$ cat src/hw/rtl/hsl_to_rgb_converter_macros.svh
// Assertion macros for the HSL to RGB converter.
// Included by the top level; define ASSERT_OFF to compile the checks away.
`ifndef HSL_TO_RGB_CONVERTER_MACROS_SVH
`define HSL_TO_RGB_CONVERTER_MACROS_SVH
`ifndef ASSERT_OFF
// Same-cycle implication, sampled on the rising clock edge, off during reset
`define HSL2RGB_ASSERT_IMP(label, clk, rst, ante, cons) \
  label: assert property (@(posedge clk) disable iff (rst) (ante) |-> (cons)) \
    else $error("hsl_to_rgb_converter: assertion failed");
// Next-cycle implication, sampled on the rising clock edge, off during reset
`define HSL2RGB_ASSERT_NXT(label, clk, rst, ante, cons) \
  label: assert property (@(posedge clk) disable iff (rst) (ante) |=> (cons)) \
    else $error("hsl_to_rgb_converter: assertion failed");
`else
`define HSL2RGB_ASSERT_IMP(label, clk, rst, ante, cons)
`define HSL2RGB_ASSERT_NXT(label, clk, rst, ante, cons)
`endif
`endif

$ cat src/hw/rtl/hsl2rgb_pkg.sv
// Shared types and constants for the HSL to RGB converter.
// No dependencies; used by hsl2rgb_prep, hsl2rgb_chan and the top level.
`default_nettype none

package hsl2rgb_pkg;

  // Field widths
  localparam int HUE_W   = 13;
  localparam int SL_W    = 9;
  localparam int CH_W    = 8;
  localparam int C16_W   = 17;  // chroma, scale 2^16
  localparam int M17_W   = 18;  // m, scale 2^17
  localparam int K_W     = 10;  // per-channel hue weight, 0..960
  localparam int N_W     = 13;  // scaled channel before the divide by 15

  // Pipeline depth, output register included
  localparam int NUM_STAGES = 7;

  // Range limits
  localparam logic [HUE_W-1:0] HUE_LIMIT = 13'd5760;
  localparam logic [SL_W-1:0]  ONE_Q8    = 9'd256;

  // Hue sector boundaries in 1/16 degree
  localparam logic [HUE_W-1:0] BOUND_1 = 13'd960;
  localparam logic [HUE_W-1:0] BOUND_2 = 13'd1920;
  localparam logic [HUE_W-1:0] BOUND_3 = 13'd2880;
  localparam logic [HUE_W-1:0] BOUND_4 = 13'd3840;
  localparam logic [HUE_W-1:0] BOUND_5 = 13'd4800;
  localparam logic [10:0]      SPAN_11 = 11'd960;
  localparam logic [K_W-1:0]   K_FULL  = 10'd960;

  // Output scaling: half of 2^17 * 960, divide by 15 reciprocal, clamp point
  localparam logic [35:0]    HALF_D    = 36'd62914560;
  localparam logic [12:0]    RECIP_15  = 13'd4370;
  localparam logic [N_W-1:0] N_SAT     = 13'd3840;

  typedef enum logic [2:0] {
    SECTOR_RY = 3'd0,
    SECTOR_YG = 3'd1,
    SECTOR_GC = 3'd2,
    SECTOR_CB = 3'd3,
    SECTOR_BM = 3'd4,
    SECTOR_MR = 3'd5
  } hsl2rgb_sector_t;

  // Register loads for a group of three pipeline stages
  typedef struct packed {
    logic load_a;
    logic load_b;
    logic load_c;
  } hsl2rgb_load_t;

  // Front-end result handed to the channel units
  typedef struct packed {
    logic [C16_W-1:0] c16;
    logic [M17_W-1:0] m17;
    logic [K_W-1:0]   k_red;
    logic [K_W-1:0]   k_green;
    logic [K_W-1:0]   k_blue;
    logic             out_of_range;
  } hsl2rgb_prep_t;

endpackage

`default_nettype wire

$ cat src/hw/rtl/hsl2rgb_prep.sv
// Front end of the converter: range check, hue sector, chroma and m.
// Three register stages; depends on hsl2rgb_pkg.
`default_nettype none

module hsl2rgb_prep (
  input  wire logic                           clk,
  input  wire hsl2rgb_pkg::hsl2rgb_load_t     load,
  input  wire logic [hsl2rgb_pkg::HUE_W-1:0]  hue,
  input  wire logic [hsl2rgb_pkg::SL_W-1:0]   saturation,
  input  wire logic [hsl2rgb_pkg::SL_W-1:0]   lightness,
  output hsl2rgb_pkg::hsl2rgb_prep_t          prep
);

  // Stage A combinational terms
  logic                              oor_next;
  hsl2rgb_pkg::hsl2rgb_sector_t      sector_next;
  logic [hsl2rgb_pkg::HUE_W-1:0]     base;
  logic [hsl2rgb_pkg::HUE_W-1:0]     hm_full;
  logic [10:0]                       hm;
  logic [10:0]                       hd_full;
  logic [hsl2rgb_pkg::K_W-1:0]       kx_next;
  logic [9:0]                        two_l;
  logic [9:0]                        light_dev;
  logic [hsl2rgb_pkg::SL_W-1:0]      ld_next;

  // Stage A registers
  logic                              a_oor;
  hsl2rgb_pkg::hsl2rgb_sector_t      a_sector;
  logic [hsl2rgb_pkg::K_W-1:0]       a_kx;
  logic [hsl2rgb_pkg::SL_W-1:0]      a_sat;
  logic [hsl2rgb_pkg::SL_W-1:0]      a_ld;
  logic [hsl2rgb_pkg::SL_W-1:0]      a_light;

  // Stage B registers
  logic [17:0]                       c16_full;
  logic                              b_oor;
  hsl2rgb_pkg::hsl2rgb_sector_t      b_sector;
  logic [hsl2rgb_pkg::K_W-1:0]       b_kx;
  logic [hsl2rgb_pkg::C16_W-1:0]     b_c16;
  logic [hsl2rgb_pkg::SL_W-1:0]      b_light;

  // Stage C terms
  hsl2rgb_pkg::hsl2rgb_prep_t        prep_next;

  // Range check, sector, distance from the middle of the sector pair, |2L - 1|
  always_comb begin
    oor_next = (hue >= hsl2rgb_pkg::HUE_LIMIT) || (saturation > hsl2rgb_pkg::ONE_Q8) ||
               (lightness > hsl2rgb_pkg::ONE_Q8);
    if (hue < hsl2rgb_pkg::BOUND_1) begin
      sector_next = hsl2rgb_pkg::SECTOR_RY;
    end else if (hue < hsl2rgb_pkg::BOUND_2) begin
      sector_next = hsl2rgb_pkg::SECTOR_YG;
    end else if (hue < hsl2rgb_pkg::BOUND_3) begin
      sector_next = hsl2rgb_pkg::SECTOR_GC;
    end else if (hue < hsl2rgb_pkg::BOUND_4) begin
      sector_next = hsl2rgb_pkg::SECTOR_CB;
    end else if (hue < hsl2rgb_pkg::BOUND_5) begin
      sector_next = hsl2rgb_pkg::SECTOR_BM;
    end else begin
      sector_next = hsl2rgb_pkg::SECTOR_MR;
    end
    // hue mod 1920 from the pair of sectors it falls in
    if (hue < hsl2rgb_pkg::BOUND_2) begin
      base = '0;
    end else if (hue < hsl2rgb_pkg::BOUND_4) begin
      base = hsl2rgb_pkg::BOUND_2;
    end else begin
      base = hsl2rgb_pkg::BOUND_4;
    end
    hm_full = hue - base;
    hm      = hm_full[10:0];
    if (hm >= hsl2rgb_pkg::SPAN_11) begin
      hd_full = hm - hsl2rgb_pkg::SPAN_11;
    end else begin
      hd_full = hsl2rgb_pkg::SPAN_11 - hm;
    end
    kx_next = hsl2rgb_pkg::K_FULL - hd_full[9:0];
    two_l   = {lightness, 1'b0};
    if (two_l >= {1'b0, hsl2rgb_pkg::ONE_Q8}) begin
      light_dev = two_l - {1'b0, hsl2rgb_pkg::ONE_Q8};
    end else begin
      light_dev = {1'b0, hsl2rgb_pkg::ONE_Q8} - two_l;
    end
    ld_next = hsl2rgb_pkg::ONE_Q8 - light_dev[8:0];
  end

  always_ff @(posedge clk) begin
    if (load.load_a) begin
      a_oor    <= oor_next;
      a_sector <= sector_next;
      a_kx     <= kx_next;
      a_sat    <= saturation;
      a_ld     <= ld_next;
      a_light  <= lightness;
    end
  end

  // Chroma C = S * (1 - |2L - 1|), scale 2^16
  assign c16_full = a_sat * a_ld;

  always_ff @(posedge clk) begin
    if (load.load_b) begin
      b_oor    <= a_oor;
      b_sector <= a_sector;
      b_kx     <= a_kx;
      b_c16    <= c16_full[hsl2rgb_pkg::C16_W-1:0];
      b_light  <= a_light;
    end
  end

  // m = L - C/2 at scale 2^17, and the per-sector channel weights
  always_comb begin
    prep_next.c16          = b_c16;
    prep_next.m17          = {b_light, 9'b0} - {1'b0, b_c16};
    prep_next.out_of_range = b_oor;
    prep_next.k_red        = '0;
    prep_next.k_green      = '0;
    prep_next.k_blue       = '0;
    case (b_sector)
      hsl2rgb_pkg::SECTOR_RY: begin
        prep_next.k_red   = hsl2rgb_pkg::K_FULL;
        prep_next.k_green = b_kx;
      end
      hsl2rgb_pkg::SECTOR_YG: begin
        prep_next.k_red   = b_kx;
        prep_next.k_green = hsl2rgb_pkg::K_FULL;
      end
      hsl2rgb_pkg::SECTOR_GC: begin
        prep_next.k_green = hsl2rgb_pkg::K_FULL;
        prep_next.k_blue  = b_kx;
      end
      hsl2rgb_pkg::SECTOR_CB: begin
        prep_next.k_green = b_kx;
        prep_next.k_blue  = hsl2rgb_pkg::K_FULL;
      end
      hsl2rgb_pkg::SECTOR_BM: begin
        prep_next.k_red   = b_kx;
        prep_next.k_blue  = hsl2rgb_pkg::K_FULL;
      end
      default: begin
        prep_next.k_red   = hsl2rgb_pkg::K_FULL;
        prep_next.k_blue  = b_kx;
      end
    endcase
  end

  always_ff @(posedge clk) begin
    if (load.load_c) begin
      prep <= prep_next;
    end
  end

endmodule

`default_nettype wire

$ cat src/hw/rtl/hsl2rgb_chan.sv
// One colour channel: value = m + C*k/960, scaled by 255 with rounding.
// Three register stages and a divide-by-15 reciprocal; depends on hsl2rgb_pkg.
`default_nettype none

module hsl2rgb_chan (
  input  wire logic                           clk,
  input  wire hsl2rgb_pkg::hsl2rgb_load_t     load,
  input  wire logic [hsl2rgb_pkg::C16_W-1:0]  c16,
  input  wire logic [hsl2rgb_pkg::M17_W-1:0]  m17,
  input  wire logic [hsl2rgb_pkg::K_W-1:0]    k,
  output logic      [hsl2rgb_pkg::CH_W-1:0]   chan
);

  logic [26:0]                   prod_next;
  logic [27:0]                   m960_next;
  logic [26:0]                   a_prod;
  logic [27:0]                   a_m960;
  logic [27:0]                   b_v;
  logic [35:0]                   w;
  logic [hsl2rgb_pkg::N_W-1:0]   c_n;
  logic [24:0]                   q_full;

  // Stage A: C*k and m*960 (shift-subtract)
  assign prod_next = c16 * k;
  assign m960_next = {m17, 10'b0} - {4'b0, m17, 6'b0};

  always_ff @(posedge clk) begin
    if (load.load_a) begin
      a_prod <= prod_next;
      a_m960 <= m960_next;
    end
  end

  // Stage B: channel value at scale 2^17 * 960
  always_ff @(posedge clk) begin
    if (load.load_b) begin
      b_v <= a_m960 + {a_prod, 1'b0};
    end
  end

  // Stage C: times 255 plus half a unit, then drop 2^17 * 64
  assign w = {b_v, 8'b0} - {8'b0, b_v} + hsl2rgb_pkg::HALF_D;

  always_ff @(posedge clk) begin
    if (load.load_c) begin
      c_n <= w[35:23];
    end
  end

  // Divide by 15 through the reciprocal, clamp to full scale
  assign q_full = c_n[11:0] * hsl2rgb_pkg::RECIP_15;
  assign chan   = (c_n >= hsl2rgb_pkg::N_SAT) ? {hsl2rgb_pkg::CH_W{1'b1}} : q_full[23:16];

endmodule

`default_nettype wire

$ cat src/hw/rtl/hsl_to_rgb_converter.sv
// HSL to RGB converter, top level: handshake control and output register.
// Uses hsl2rgb_pkg, hsl2rgb_prep, hsl2rgb_chan and the assertion macro header.
//
// Usage:
//   Request channel hsl_valid/hsl_ready carries hue (1/16 degree), saturation
//   and lightness (Q1.8, 256 = 1.0). Result channel rgb_valid/rgb_ready carries
//   red, green, blue (8 bits each) and out_of_range. An out-of-range request
//   (hue 5760 or more, saturation or lightness above 256) yields black with
//   out_of_range set.
//   rgb_valid rises once a request has passed the seven-stage pipeline (three
//   front-end stages, three channel stages, one output register), each stage
//   holding one request; throughput is one request per cycle while the
//   receiver does not stall.
//   Reset clears all stage valid bits; the pipeline is empty afterwards and
//   hsl_ready is high from the first cycle.
//   When the receiver stalls, the result holds in the output register and
//   earlier stages keep advancing into empty slots; hsl_ready falls only once
//   all seven stages hold requests.
`default_nettype none
`include "hsl_to_rgb_converter_macros.svh"

module hsl_to_rgb_converter (
  input  wire logic                           clk,
  input  wire logic                           rst,
  input  wire logic                           hsl_valid,
  output logic                                hsl_ready,
  input  wire logic [hsl2rgb_pkg::HUE_W-1:0]  hue,
  input  wire logic [hsl2rgb_pkg::SL_W-1:0]   saturation,
  input  wire logic [hsl2rgb_pkg::SL_W-1:0]   lightness,
  output logic                                rgb_valid,
  input  wire logic                           rgb_ready,
  output logic      [hsl2rgb_pkg::CH_W-1:0]   red,
  output logic      [hsl2rgb_pkg::CH_W-1:0]   green,
  output logic      [hsl2rgb_pkg::CH_W-1:0]   blue,
  output logic                                out_of_range
);

  logic [hsl2rgb_pkg::NUM_STAGES-1:0] vld;
  logic [hsl2rgb_pkg::NUM_STAGES-1:0] en;
  hsl2rgb_pkg::hsl2rgb_load_t         prep_load;
  hsl2rgb_pkg::hsl2rgb_load_t         chan_load;
  hsl2rgb_pkg::hsl2rgb_prep_t         prep;
  logic [hsl2rgb_pkg::CH_W-1:0]       red_chan;
  logic [hsl2rgb_pkg::CH_W-1:0]       green_chan;
  logic [hsl2rgb_pkg::CH_W-1:0]       blue_chan;
  logic                               oor_d1;
  logic                               oor_d2;
  logic                               oor_d3;

  // A stage loads when it is empty or its content moves on
  always_comb begin
    en[hsl2rgb_pkg::NUM_STAGES-1] = !vld[hsl2rgb_pkg::NUM_STAGES-1] || rgb_ready;
    for (int i = hsl2rgb_pkg::NUM_STAGES - 2; i >= 0; i--) begin
      en[i] = !vld[i] || en[i+1];
    end
  end

  assign hsl_ready = en[0];
  assign rgb_valid = vld[hsl2rgb_pkg::NUM_STAGES-1];

  // Advance valid bits with their stages
  always_ff @(posedge clk) begin
    if (rst) begin
      vld <= '0;
    end else begin
      if (en[0]) begin
        vld[0] <= hsl_valid;
      end
      for (int i = 1; i < hsl2rgb_pkg::NUM_STAGES; i++) begin
        if (en[i]) begin
          vld[i] <= vld[i-1];
        end
      end
    end
  end

  assign prep_load = '{load_a: en[0], load_b: en[1], load_c: en[2]};
  assign chan_load = '{load_a: en[3], load_b: en[4], load_c: en[5]};

  hsl2rgb_prep u_prep (
    .clk        (clk),
    .load       (prep_load),
    .hue        (hue),
    .saturation (saturation),
    .lightness  (lightness),
    .prep       (prep)
  );

  hsl2rgb_chan u_red (
    .clk  (clk),
    .load (chan_load),
    .c16  (prep.c16),
    .m17  (prep.m17),
    .k    (prep.k_red),
    .chan (red_chan)
  );

  hsl2rgb_chan u_green (
    .clk  (clk),
    .load (chan_load),
    .c16  (prep.c16),
    .m17  (prep.m17),
    .k    (prep.k_green),
    .chan (green_chan)
  );

  hsl2rgb_chan u_blue (
    .clk  (clk),
    .load (chan_load),
    .c16  (prep.c16),
    .m17  (prep.m17),
    .k    (prep.k_blue),
    .chan (blue_chan)
  );

  // Carry the range flag alongside the channel stages
  always_ff @(posedge clk) begin
    if (en[3]) begin
      oor_d1 <= prep.out_of_range;
    end
    if (en[4]) begin
      oor_d2 <= oor_d1;
    end
    if (en[5]) begin
      oor_d3 <= oor_d2;
    end
  end

  // Output register: black for an out-of-range request
  always_ff @(posedge clk) begin
    if (en[hsl2rgb_pkg::NUM_STAGES-1]) begin
      red          <= oor_d3 ? '0 : red_chan;
      green        <= oor_d3 ? '0 : green_chan;
      blue         <= oor_d3 ? '0 : blue_chan;
      out_of_range <= oor_d3;
    end
  end

  // Checks
  `HSL2RGB_ASSERT_IMP(a_oor_black, clk, rst, rgb_valid && out_of_range, (red == '0) && (green == '0) && (blue == '0))
  `HSL2RGB_ASSERT_IMP(a_stall_full, clk, rst, !hsl_ready, rgb_valid && !rgb_ready)
  `HSL2RGB_ASSERT_NXT(a_fill_order, clk, rst, !rgb_valid && !vld[hsl2rgb_pkg::NUM_STAGES-2], !rgb_valid)

endmodule

`default_nettype wire
$ cat config.mk
export PLATFORM = sky130hd
export DESIGN_NAME = hsl_to_rgb_converter
export DESIGN_NICKNAME = d
export VERILOG_FILES = /design/src/hw/rtl/hsl2rgb_pkg.sv /design/src/hw/rtl/hsl2rgb_prep.sv /design/src/hw/rtl/hsl2rgb_chan.sv /design/src/hw/rtl/hsl_to_rgb_converter.sv
export VERILOG_INCLUDE_DIRS = /design/src /design/src/hw/rtl
export SDC_FILE = /design/constraint.sdc
export NUM_CORES = 2
export LEC_CHECK = 0
export ABC_AREA = 1
export ABC_CLOCK_PERIOD_IN_PS = 26500
export BUFFER_PORTS_ARGS = -buffer_cell sky130_fd_sc_hd__buf_4
export CORE_AREA = 8 8 302 524
export CTS_BUF_LIST = sky130_fd_sc_hd__clkbuf_16
export DETAILED_ROUTE_END_ITERATION = 8
export DIE_AREA = 0 0 310 532
export PLACE_DENSITY_LB_ADDON = 0.25
export RECOVER_POWER = 50
export SYNTH_ARGS = -nofsm -noshare
export SYNTH_HDL_FRONTEND = slang
export SYNTH_SLANG_ARGS = --single-unit
$ cat constraint.sdc
create_clock -name clk -period 26.5 [get_ports clk]
set_clock_uncertainty 0.2 [all_clocks]
set_input_delay 5.3 -clock clk [delete_from_list [all_inputs] [get_ports clk]]
set_output_delay 5.3 -clock clk [all_outputs]
set_load 0.02 [all_outputs]
* Yosys cells after proc, flatten, opt, wreduce, memory -nomap -nowiden *
Index checks and enable logic that the tools add are counted.

operators by class
  $mul = 7
  reductions and logical operators = 25
  magnitude comparators = 13
  add/subtract/negate cells = 18
  muxes and demuxes = 14
  eq/ne operators = 4

operators by type and width
  kind                                                                                   count
  36-bit by 26-bit adder with 36-bit output, second input constant                       3
  36-bit by 28-bit subtractor with 36-bit output                                         3
  28-bit adder                                                                           3
  17-bit by 10-bit multiplier with 27-bit output                                         3
  12-bit by 12-bit multiplier with 23-bit output, second input constant                  3
  10-bit one-hot mux with 2 select lines                                                 3
  13-bit by 12-bit greater-or-equal comparator with 1-bit output, second input constant  3
  8-bit two-way mux                                                                      4
  28-bit by 24-bit subtractor with 28-bit output                                         1
  13-bit by 12-bit < comparator with 1-bit output, second input constant                 2
  10-bit subtractor, first input constant                                                2
  9-bit greater-than comparator, second input constant                                   2
  18-bit by 17-bit subtractor with 18-bit output                                         1
  9-bit subtractor, first input constant                                                 2
  9-bit by 9-bit multiplier with 17-bit output                                           1
  2-bit OR reduction                                                                     7
  13-bit greater-or-equal comparator, second input constant                              1
  13-bit by 10-bit < comparator with 1-bit output, second input constant                 1
  13-bit by 11-bit < comparator with 1-bit output, second input constant                 1
  13-bit < comparator, second input constant                                             1
  11-bit by 10-bit greater-or-equal comparator with 1-bit output, second input constant  1
  11-bit two-way mux                                                                     1
  11-bit subtractor                                                                      1
  10-bit by 9-bit greater-or-equal comparator with 1-bit output, second input constant   1
  other kinds (13)                                                                       30

storage, ports and cells
  output and inout bits = 27
  bits in registers = 414
  bits of input ports = 35
  logic and storage cells = 124

* Longest topological paths before layout *
  depth after elaboration = 8
  mapped depth = 25
  gate-level depth less buffers = 23

* Modules after synthesis *
From an unflattened synthesis, not the netlist that was laid out.

unflattened totals
  cells, all modules = 6953
  area, all modules = 54096.9 sq um

modules (own cells, without submodules)
  module                  cells each  instances  seq. area each (sq um)  area an instance (sq um)
  hsl2rgb_chan (u_blue)   2005        1          2672.6                  14732.9
  hsl2rgb_chan (u_red)    2000        1          2672.6                  14676.6
  hsl2rgb_chan (u_green)  1997        1          2672.6                  14640.3
  hsl2rgb_prep            841         1          4234.1                  8734.6
  hsl_to_rgb_converter    110         1          980.9                   1312.5

* Least setup slack after synthesis *
No wires, ideal clock.

  path kind = input port to output port
  start = input port rgb_ready
  end = output port hsl_ready
  buffers on the path = 0
  cell stages on the path = 12
  data required time = 21.000 ns
  arrival time = 13.180 ns
  setup slack = 7.820 ns
  cells stage by stage = nor2_1 > inv_1 > nor2_1 > inv_1 > nor2_1 > inv_1 > nor2_1 > inv_1 > nor2_1 > inv_1 > nor2_1 > nand2_1

RTL lines
  what                RTL line                    RTL
  start: declaration  hsl_to_rgb_converter.sv:31  input wire logic rgb_ready,
  end: declaration    hsl_to_rgb_converter.sv:26  output logic hsl_ready,

==> flow_summary.ini <==
[critical_path]
path_delay_family = buffers and inverters
ff2ff_setup_slack_ns = 19.50
crit_fanout = 65
slowest_stage = clkbuf_1
max_stage_delay_ns = 1.54
cp.required_ns = 21.00
path_common_cell = nor2_1
cp-end-kind = output port
startpoint_type = primary input
path_cells = clkbuf_4, nor2_1, inv_1, clkbuf_1, nor2_1, clkinv_1, clkbuf_1, nor2_1, clkinv_2, nor2_1, inv_4, nor2_1, inv_2, buf_4, nor2_1, nand2_2, buf_4, buf_4
cp_data_arrival_time_ns = 11.38
criticalPathCategory = primary input to output port
path_buf_inv = 11

[final_layout]
drive_above_1_share_pct = 3.22
final_nets = 6359
area_growth_pct = 9.02
fillers = 16004

[timing]
slew_headroom_pct = -51.1
finalHoldViolCount = 0
fin_setup_tns_ns = 0
drv_slew = 77
grt_setup_unrepaired = no
post-route-period-util_pct = 63.7
setup-violations-final = 0
period_needed_ns = 16.88
fmax_mhz = 59.2
worstMarginPinSlew_ns = 2.27

[cts]
cts_tree = yes
cts_buffers = 44
clock_path_buffers = 3
cts.sinks = 392
post_cts_buffers = 0
postCtsResizedCells = 0
cts-htree-levels = 2
path_clk_slew_ns = 0.07
clock_latency_ns = 0.61
cts_hold_buf = 0
cts_root_buf = clkbuf_16

[die]
ios = 62
die_h_um = 532
start_util_pct = 29.9
dieArea_sq_um = 165000
coreArea_sq_um = 151000
rows = 189
die_x_um = 310

[synthesis]
syn-mean-instance-area_sq_um = 8.48
ys.flop_type = edfxtp_1
synth-seq-cells = 392
synth.distinct_cells = 49
synth_edf_count = 385
ys_seq_area_share_pct = 26.0
synth_area_sq_um = 45000
ys_warn_count = 0
async_flop_share_pct = 0
syn_nets = 6359
syn-instance-count = 5310

[outcome]
status = finished, violations left
violations = max-capacitance violations, max-slew violations

[route]
routedWlPerCell_um = 15.6
num_vias = 33843
drc = 0
antenna_left = 0
finalWirelength_um = 115000
via_per_inst = 4.60
drtIter0Drc = 1292
first_pass_iters = 7

[global_routing]
grt_pass1_vias = 36602
grt_max_degree = 66
grt_pass1_wl_um = 184000
grt_antenna_before_repair = 1
gr-total-overflow = 0
grt.total_usage_pct = 13.9

[run]
drv_cap = 2

[place]
dpl.hpwl_um = 96100
io_buffers = 61
gp_congestion = 0.881

[min_path]
hp-class = flip-flop to flip-flop
==> sequential cells by signal, summed over array words and instances, names as in the netlist, 16 cells and up <==
name            flops
u_green.a_prod     26
u_blue.b_v         26
u_blue.a_prod      26
u_red.b_v          26
u_prep.b_c16       16
u_green.b_v        26
u_blue.a_m960      21
u_red.a_prod       26
u_prep.prep        63
==> placed cells by master (no fill, tap or decap), drive strengths merged, types with 7 or more instances in the layout <==
cell type  count
a211oi        11
clkinv        17
nand3        165
o21bai        20
nand4         39
a21boi         7
a21oi        316
a31oi         32
nor2         254
nor3          49
ha           617
buf           60
o31ai          9
inv         1171
o21a           8
o211ai         9
o21ai        199
xor2         154
xnor2         85
clkbuf        68
nand2       1170
edfxtp       385
fa           397
a21o          32
nor4          25
dfxtp          7
==> metrics by stage <==
stage | hold WS, ns | worst slack (ns) | instance area (sq um) | utilization, % | cells
2_1_floorplan | 0.200 | 7.82 | 45000 | - | 5310
4_1_cts | 0.197 | 11.53 | 49200 | 32.6 | 7351
5_1_grt | 0.214 | 8.81 | 49100 | 32.5 | 7352
6_report | 0.195 | 9.62 | 49100 | 32.5 | 7353
3_5_place_dp | 0.205 | 11.54 | 47700 | 31.6 | 7269
3_3_place_gp | 0.201 | 11.51 | 47700 | 31.6 | 7269
==> final timing paths <==
path	from	depth (start not counted)	to
setup / recovery	rgb_ready	18	hsl_ready
hold / removal	u_blue.a_prod[3]$_DFFE_PP_	0	u_blue.b_v[4]$_DFFE_PP_
setup reg to reg	u_prep.prep[32]$_DFFE_PP_	18	u_green.a_prod[21]$_DFFE_PP_
hold reg to reg	u_blue.a_prod[3]$_DFFE_PP_	0	u_blue.b_v[4]$_DFFE_PP_
==> layout make-up <==
type / instances / area, sq um / share of cell area, %
Sequential cell: 392 / 11700 / 23.8
Multi-Input combinational cell: 3633 / 28500 / 58.0
Antenna cell: 2 / 5.00 / 0.0102
Timing Repair Buffer: 84 / 574 / 1.17
Inverter: 1155 / 4340 / 8.84
Tap cell: 2005 / 2510 / 5.11
Clock inverter: 38 / 393 / 0.800
Clock buffer: 44 / 1100 / 2.24
==> per-layer routing <==
metal	global-route usage (%)	up-vias	part of all wire, %
met2	28.6	568	56
li1	-	16930	-
met5	0	-	0
met3	1.12	280	2.2
met1	12.9	16065	35
met4	7.68	0	6.4
==> cell families (layout without fill, tap and decap cells) <==
family	Yosys count	after routing	share of synthesized area [%]
flops	392	392	26.0
fa+ha+maj	1014	1014	34.8
simple gates	1712	1712	15.6
other cells	0	2	0
compound gates	668	668	8.29
buf+inv	1285	1321	10.7
xor+xnor	239	239	4.65
==> synth_stat cells, drive strengths merged (2+ instances only) <==
| master | instances | area, sq um |
|---|---|---|
| nor3b | 2 | 15.0 |
| o21ai | 199 | 1010 |
| a41oi | 3 | 26.3 |
| o21bai | 20 | 150 |
| nor3 | 49 | 267 |
| nand3 | 165 | 846 |
| a31oi | 32 | 200 |
| nor2 | 254 | 966 |
| dfxtp | 7 | 140 |
| nor4 | 25 | 156 |
| nand4 | 39 | 244 |
| a31o | 2 | 17.5 |
| xnor2 | 85 | 744 |
| or2 | 3 | 18.8 |
| o311a | 3 | 30.0 |
| a21o | 32 | 240 |
| o31ai | 9 | 67.6 |
| edfxtp | 385 | 11600 |
| o21a | 8 | 60.1 |
| fa | 397 | 7950 |
| nand3b | 4 | 30.0 |
| inv | 1155 | 4340 |
| ha | 617 | 7720 |
| clkbuf | 129 | 484 |
| xor2 | 154 | 1350 |
| o221ai | 6 | 52.6 |
| a21boi | 7 | 52.6 |
| nand2 | 1170 | 4460 |
| a211oi | 11 | 82.6 |
| o211ai | 9 | 67.6 |
| a21oi | 316 | 1580 |
| o2111ai | 6 | 52.6 |
Power is left out: the tool's default activity adds up to more than one toggle a clock period on the data nets, which glitch-free logic cannot reach.
